[src/rtl/pls_pkg.sv]
// Package for the positional list store: sizes, codes and the cell control struct.
`default_nettype none
package pls_pkg;

  localparam int unsigned Capacity = 16;
  localparam int unsigned ValW     = 32;
  localparam int unsigned PosW     = 5;
  localparam int unsigned CntOutW  = 5;
  localparam int unsigned IdxW     = (Capacity > 1) ? $clog2(Capacity) : 1;
  localparam int unsigned CntW     = $clog2(Capacity + 1);
  localparam int unsigned CmpW     = (CntW > PosW) ? CntW : PosW;

  typedef enum logic [2:0] {
    ActInsPos = 3'd0,
    ActInsEnd = 3'd1,
    ActRemPos = 3'd2,
    ActRemEnd = 3'd3,
    ActRead   = 3'd4,
    ActFind   = 3'd5
  } action_e;

  typedef enum logic [1:0] {
    StOk     = 2'd0,
    StBadPos = 2'd1,
    StEmpty  = 2'd2,
    StFull   = 2'd3
  } status_e;

  typedef struct packed {
    logic            ins;
    logic            rem;
    logic [IdxW-1:0] pos;
    logic [ValW-1:0] value;
  } cell_ctrl_t;

endpackage
`default_nettype wire

[src/rtl/positional_list_store.sv]
// Top level of the positional list store: decode, row of slot cells, result register.
// The result is registered on the output register in the cycle after the input transfer.
// Throughput: one item per cycle while the output side takes results; every cell shifts, compares or holds in parallel.
// The output register frees the input side whenever the result is taken.
// Reset clears the element count and the output valid; slot contents are not cleared.
`default_nettype none
module positional_list_store (
  input  wire logic        clk_i,
  input  wire logic        rst_ni,
  input  wire logic        s_axis_tvalid,
  output logic             s_axis_tready,
  input  wire logic [39:0] s_axis_tdata,  // item_value[31:0], position[36:32], zero pad
  input  wire logic [2:0]  s_axis_tuser,  // action[2:0]
  output logic             m_axis_tvalid,
  input  wire logic        m_axis_tready,
  output logic      [39:0] m_axis_tdata,  // out_value[31:0], count_now[36:32], zero pad
  output logic      [2:0]  m_axis_tuser   // found[0], status[2:1]
);

  localparam int unsigned N = pls_pkg::Capacity;

  logic [pls_pkg::CntW-1:0] count_q, count_d;
  logic                     out_valid_q;
  logic [pls_pkg::ValW-1:0] out_value_q, out_value_d;
  logic                     found_q, found_d;
  pls_pkg::status_e         status_q, status_d;
  logic [pls_pkg::CntW-1:0] cnt_out_q;

  logic                     accept;
  pls_pkg::action_e         act;
  logic [pls_pkg::ValW-1:0] in_value;
  logic [pls_pkg::CmpW-1:0] pos_ext, cnt_ext, eff_pos;
  logic                     empty, full, do_ins, do_rem;
  pls_pkg::cell_ctrl_t      ctrl;

  logic [pls_pkg::ValW-1:0] vals  [N];
  logic [N-1:0]             match;
  logic [N-1:0]             live;
  logic                     hit;
  logic [pls_pkg::ValW-1:0] sel_value;

  assign accept   = s_axis_tvalid && s_axis_tready;
  assign act      = pls_pkg::action_e'(s_axis_tuser);
  assign in_value = s_axis_tdata[31:0];
  assign pos_ext  = pls_pkg::CmpW'(s_axis_tdata[36:32]);
  assign cnt_ext  = pls_pkg::CmpW'(count_q);
  assign empty    = count_q == '0;
  assign full     = count_q == pls_pkg::CntW'(N);

  always_comb begin
    unique case (act)
      pls_pkg::ActInsEnd: eff_pos = cnt_ext;
      pls_pkg::ActRemEnd: eff_pos = cnt_ext - pls_pkg::CmpW'(1);
      default:            eff_pos = pos_ext;
    endcase
  end

  assign sel_value = vals[pls_pkg::IdxW'(eff_pos)];

  always_comb begin
    do_ins      = 1'b0;
    do_rem      = 1'b0;
    status_d    = pls_pkg::StOk;
    out_value_d = '0;
    found_d     = 1'b0;
    unique case (act)
      pls_pkg::ActInsPos: begin
        if (pos_ext > cnt_ext) begin
          status_d = pls_pkg::StBadPos;
        end else if (full) begin
          status_d = pls_pkg::StFull;
        end else begin
          do_ins = 1'b1;
        end
      end
      pls_pkg::ActInsEnd: begin
        if (full) begin
          status_d = pls_pkg::StFull;
        end else begin
          do_ins = 1'b1;
        end
      end
      pls_pkg::ActRemPos, pls_pkg::ActRead: begin
        if (empty) begin
          status_d = pls_pkg::StEmpty;
        end else if (pos_ext >= cnt_ext) begin
          status_d = pls_pkg::StBadPos;
        end else begin
          do_rem      = act == pls_pkg::ActRemPos;
          out_value_d = sel_value;
        end
      end
      pls_pkg::ActRemEnd: begin
        if (empty) begin
          status_d = pls_pkg::StEmpty;
        end else begin
          do_rem      = 1'b1;
          out_value_d = sel_value;
        end
      end
      pls_pkg::ActFind: begin
        found_d = hit;
      end
      default: begin
      end
    endcase
  end

  always_comb begin
    count_d = count_q;
    if (do_ins) begin
      count_d = count_q + pls_pkg::CntW'(1);
    end else if (do_rem) begin
      count_d = count_q - pls_pkg::CntW'(1);
    end
  end

  assign ctrl.ins   = accept && do_ins;
  assign ctrl.rem   = accept && do_rem;
  assign ctrl.pos   = pls_pkg::IdxW'(eff_pos);
  assign ctrl.value = in_value;

  for (genvar i = 0; i < N; i++) begin : g_cell
    logic [pls_pkg::ValW-1:0] left_v, right_v;
    if (i == 0) begin : g_first
      assign left_v = in_value;
    end else begin : g_mid_l
      assign left_v = vals[i-1];
    end
    if (i == N - 1) begin : g_last
      assign right_v = vals[i];
    end else begin : g_mid_r
      assign right_v = vals[i+1];
    end

    pls_cell u_cell (
      .clk_i      (clk_i),
      .rst_ni     (rst_ni),
      .cell_idx_i (pls_pkg::IdxW'(i)),
      .ctrl_i     (ctrl),
      .left_i     (left_v),
      .right_i    (right_v),
      .value_o    (vals[i]),
      .match_o    (match[i])
    );

    assign live[i] = pls_pkg::CntW'(i) < count_q;
  end

  assign hit = |(match & live);

  always_ff @(posedge clk_i or negedge rst_ni) begin
    if (!rst_ni) begin
      count_q     <= '0;
      out_valid_q <= 1'b0;
    end else begin
      if (accept) begin
        count_q     <= count_d;
        out_valid_q <= 1'b1;
      end else if (m_axis_tready) begin
        out_valid_q <= 1'b0;
      end
    end
  end

  always_ff @(posedge clk_i) begin
    if (accept) begin
      out_value_q <= out_value_d;
      found_q     <= found_d;
      status_q    <= status_d;
      cnt_out_q   <= count_d;
    end
  end

  assign s_axis_tready = !out_valid_q || m_axis_tready;
  assign m_axis_tvalid = out_valid_q;
  assign m_axis_tdata  = {3'b000, pls_pkg::CntOutW'(cnt_out_q), out_value_q};
  assign m_axis_tuser  = {status_q, found_q};

endmodule
`default_nettype wire

[src/rtl/pls_cell.sv]
// One slot of the list: shifts towards either neighbour and compares its value.
`default_nettype none
module pls_cell (
  input  wire logic                          clk_i,
  input  wire logic                          rst_ni,
  input  wire logic [pls_pkg::IdxW-1:0]      cell_idx_i,
  input  wire pls_pkg::cell_ctrl_t           ctrl_i,
  input  wire logic [pls_pkg::ValW-1:0]      left_i,
  input  wire logic [pls_pkg::ValW-1:0]      right_i,
  output logic      [pls_pkg::ValW-1:0]      value_o,
  output logic                               match_o
);

  logic [pls_pkg::ValW-1:0] value_q, value_d;
  logic                     above, at;

  assign above = cell_idx_i > ctrl_i.pos;
  assign at    = cell_idx_i == ctrl_i.pos;

  always_comb begin
    value_d = value_q;
    if (ctrl_i.ins) begin
      if (above) begin
        value_d = left_i;
      end else if (at) begin
        value_d = ctrl_i.value;
      end
    end else if (ctrl_i.rem && (above || at)) begin
      value_d = right_i;
    end
  end

  // slot contents are undefined until written; the reset input only gates the match output
  always_ff @(posedge clk_i) begin
    value_q <= value_d;
  end

  assign value_o = value_q;
  assign match_o = (value_q == ctrl_i.value) && rst_ni;

endmodule
`default_nettype wire
[config.mk]
export PLATFORM = sky130hd
export DESIGN_NAME = positional_list_store
export DESIGN_NICKNAME = d
export VERILOG_FILES = /design/src/rtl/pls_pkg.sv /design/src/rtl/positional_list_store.sv /design/src/rtl/pls_cell.sv
export SDC_FILE = /design/constraint.sdc
export NUM_CORES = 2
export LEC_CHECK = 0
export BUFFER_PORTS_ARGS = -buffer_cell sky130_fd_sc_hd__buf_2
export CORE_UTILIZATION = 45
export CTS_CLUSTER_DIAMETER = 120
export CTS_CLUSTER_SIZE = 28
export DETAILED_ROUTE_END_ITERATION = 8
export SLEW_MARGIN = 15
export SYNTH_ARGS = -nofsm -noshare
export SYNTH_HDL_FRONTEND = slang
export SYNTH_SLANG_ARGS = --single-unit
[constraint.sdc]
create_clock -name clk_i -period 7.3 [get_ports clk_i]
set_input_delay 1.825 -clock clk_i [delete_from_list [all_inputs] [get_ports clk_i]]
set_output_delay 1.825 -clock clk_i [all_outputs]
set_load 0.02 [all_outputs]
==> impl_metrics.env <==
export IMPL_run_status="completed"
export IMPL_post_cts_resize_count=0
export IMPL_cts_root_buffer="sky130_fd_sc_hd__clkbuf_16"
export IMPL_grt_antenna_before_repair=11
export IMPL_max_slew_margin_pct=20.88
export IMPL_die_height_um=293.7
export IMPL_drtPass1Iterations=6
export IMPL_drv_slew=0
export IMPL_drive_gt1_share_pct=9.590
export IMPL_hold_class="reg2reg"
export IMPL_grt_pass1_wl_um=207500
export IMPL_tritoncts="built"
export IMPL_max_clock_path_buffers=3
export IMPL_chipWidth_um=293.7
export IMPL_area_growth_syn_to_layout_pct=4.600
export IMPL_cts_sink_count=558
export IMPL_powerDensity_nw_per_um2=224.6
export IMPL_grt_pass1_vias=28640
export IMPL_crit_cells=8
export IMPL_reg2regPathDepth=10
export IMPL_timing_final_hold_violations=0
export IMPL_cp_cell_sequence="buf_2 -> xnor2_1 -> mux2_8 -> buf_4 -> a211oi_1 -> a311oi_1 -> nor3_1 -> nor3_1"
export IMPL_cp_common_cell="sky130_fd_sc_hd__nor3_1"
export IMPL_cp_buffers_inverters=2
export IMPL_detail_route_iter0_violations=4793
export IMPL_port_buffer_count=85
export IMPL_post_synth_main_area_contributors="sky130_fd_sc_hd__edfxtp_1 (43%), sky130_fd_sc_hd__mux2i_1 (8.8%), sky130_fd_sc_hd__xor2_1 (6.6%)"
export IMPL_final_period_minus_worst_setup_slack_ns=4.986
export IMPL_final_core_util_pct=47.72
export IMPL_via_per_inst=6.388
export IMPL_layout_filler_cells=7915
export IMPL_routed_wirelength_um=144400
export IMPL_critPathMaxFanout=91
export IMPL_die_area_um2=86280
export IMPL_detailedPlacementHpwl_um=102000
export IMPL_ys_ff_latch=558
export IMPL_grt_start_max_net_pins=199
export IMPL_synth_flop_cell="sky130_fd_sc_hd__edfxtp_1"
export IMPL_post_synth_num_cell_types=55
export IMPL_place_congestion=1.033
export IMPL_timing_critical_path_required_ns=7.63
export IMPL_synth_area_um2=38300
export IMPL_post_route_period_util_pct=68.30
export IMPL_clock_skew_ns=0.03193
export IMPL_finalSetupTns_ns=0
export IMPL_syn_avg_cell_area_um2=9.753
export IMPL_footprint_of_the_multi_input_gates_um2=19940
export IMPL_clock_latency_late_sink_ns=0.65
export IMPL_holdPathStages=2
export IMPL_ff_latch_area_um2=16730
export IMPL_ctsHoldBuffers=0
export IMPL_max_slew_worst_pin_slew_ns=1.187
export IMPL_timing_critical_path_from_type="primary input"
export IMPL_htreeDepth=1
export IMPL_critPathArrivalTime_ns=5.31
export IMPL_critical_path_top_delay_family="simple AND/OR/NAND/NOR gates"
export IMPL_syn_inst=3927
export IMPL_postCtsSetupRepairBufs=0
export IMPL_final_antenna_net_count=0
export IMPL_critical_path_max_stage_delay_ns=0.76
export IMPL_synth_edf_count=552
export IMPL_peakVddDrop_v=0.0001729
export IMPL_critical_setup_path_kind="in2reg"
export IMPL_grt_setup_unrepaired="no"
export IMPL_asyncSetResetFlopFracSynth_pct=1.075
export IMPL_cts_inserted_buffers=24
export IMPL_routed_wire_per_std_cell_um=29.52
export IMPL_core_area_um2=83950
export IMPL_grt_overflow=0
export IMPL_synth_top_cell_by_area="sky130_fd_sc_hd__edfxtp_1"
export IMPL_floorplan_initialDensity_pct=45.62
export IMPL_cap_viol_max_count=0
export IMPL_synth_seq_area_share_pct=43.67
export IMPL_max_clock_freq_mhz=200.6
export IMPL_clk_pin_slew_ns=0.13
export IMPL_ys_warnings_count=0
export IMPL_worst_setup_path_end_kind="flip-flop"
export IMPL_boundaryPins=92
export IMPL_fp_row_count=106
export IMPL_final_nets=3796
export IMPL_synth_top_area_share_pct=43.28
export IMPL_globalRouteTotalUtil_pct=32.76
export IMPL_route_vias_total=31240
export IMPL_leakagePower_nw=13.87
export IMPL_detail_route_drc_violations=0
export IMPL_setup_violations=0
export IMPL_critPathSlowestCell="sky130_fd_sc_hd__mux2_8"
[state kept, by name, summed over array words and instances, names as in the netlist]
| signal | flops |
|---|---|
| g_cell.u_cell.value_o | 512 |
| cnt_ext | 5 |
| cnt_out_q | 5 |
| status_q | 2 |
| found_q | 1 |
| out_value_q | 32 |
| m_axis_tvalid | 1 |
[routing by layer]
| metal | global-route usage, % | share of wire, % | vias up |
|---|---|---|---|
| li1 | - | - | 13680 |
| met1 | 46.33 | 41 | 15580 |
| met2 | 49.96 | 44 | 1787 |
| met3 | 8.293 | 11 | 182 |
| met4 | 8.155 | 2.8 | 16 |
| met5 | 0 | 0.10 | - |
[through the flow]
step                      power, mW  setup slack [ns]  hold WS (ns)  cell area, um^2  std cells
after floorplan               6.123            0.7897        0.6047            38310       3929
after global placement        7.113             1.745        0.5063            39340       4849
after detailed placement      7.148             1.719        0.5167            39340       4849
after CTS                     8.892             2.402        0.5431            40060       4888
after global routing          9.242             2.161        0.5775            40060       4888
final                         8.996             2.314        0.5422            40060       4890
[cell usage in the layout (no fill, tap or decap), types with 85 or more instances in the layout]
cell                         n
sky130_fd_sc_hd__a21oi_1   333
sky130_fd_sc_hd__a31oi_1   131
sky130_fd_sc_hd__buf_2      85
sky130_fd_sc_hd__buf_4      86
sky130_fd_sc_hd__edfxtp_1  552
sky130_fd_sc_hd__mux2i_1   337
sky130_fd_sc_hd__nand2_1   494
sky130_fd_sc_hd__nor2_1    462
sky130_fd_sc_hd__xnor2_1   234
sky130_fd_sc_hd__xor2_1    288
[synth_stat cells (11+ instances only)]
cell type / n
sky130_fd_sc_hd__edfxtp_1: 552
sky130_fd_sc_hd__nand2_1: 496
sky130_fd_sc_hd__nor2_1: 474
sky130_fd_sc_hd__mux2i_1: 337
sky130_fd_sc_hd__a21oi_1: 336
sky130_fd_sc_hd__xor2_1: 288
sky130_fd_sc_hd__xnor2_1: 234
sky130_fd_sc_hd__clkbuf_1: 175
sky130_fd_sc_hd__buf_2: 148
sky130_fd_sc_hd__a31oi_1: 131
sky130_fd_sc_hd__nand4_1: 80
sky130_fd_sc_hd__a311oi_1: 78
sky130_fd_sc_hd__nor4_1: 77
sky130_fd_sc_hd__a211oi_1: 73
sky130_fd_sc_hd__mux2_2: 59
sky130_fd_sc_hd__nor2b_1: 59
sky130_fd_sc_hd__nor3_1: 53
sky130_fd_sc_hd__nand3_1: 51
sky130_fd_sc_hd__mux4_2: 48
sky130_fd_sc_hd__buf_4: 38
sky130_fd_sc_hd__buf_1: 21
sky130_fd_sc_hd__o21ai_0: 13
sky130_fd_sc_hd__inv_1: 12
sky130_fd_sc_hd__and3_1: 11
[final cells by class]
type	count	area share, %
timing repair buffer	178	3.023
clock inverter	5	0.09057
inverter	12	0.1124
multi-input combinational	2967	49.77
clock buffer	34	1.699
sequential	558	41.75
antenna	2	0.01249
tap	1134	3.542
[cells by family (layout without fill, tap and decap cells)]
group | after synthesis | after routing | synth area share (%)
DFF | 558 | 558 | 43.67
xor gates and xnor gates | 522 | 522 | 11.94
adders and majority gates | 8 | 8 | 0.2614
AOI/OAI and AO/OA | 663 | 663 | 10.56
other | 1 | 5 | 0.009791
and+or+nand+nor | 1321 | 1321 | 15.01
muxes | 450 | 450 | 13.55
buffers and inverters | 404 | 229 | 4.995
[report_power, final]
part	internal [mW]	total, mW	switching [mW]
sequential	3.81	4.07	0.258
clock	0.666	1.81	1.14
combinational	1.02	3.12	2.10
total	5.49	9.00	3.50
[worst register-to-register path: cells and delay by family (launching register included)]
| kind | cells | cell delay [ns] |
|---|---|---|
| simple gates | 2 | 1.21 |
| compound gates | 4 | 1.05 |
| buf+inv | 3 | 1.08 |
| flops | 1 | 0.85 |
| fa+ha+maj | 1 | 0.43 |
[final timing paths]
path,start,end,slack [ns]
min in group asynchronous,rst_ni,cnt_ext[3],1.02
worst min-delay path,m_axis_tvalid,m_axis_tvalid,0.54
worst max register to register,cnt_ext[4],g_cell[11].u_cell.value_o[18],2.39
worst max-delay path,s_axis_tuser[1],out_value_q[26],2.31
worst min register to register,m_axis_tvalid,m_axis_tvalid,0.54
max in group asynchronous,rst_ni,cnt_ext[0],6.11
No activity file was read; power rests on OpenSTA's default activity.
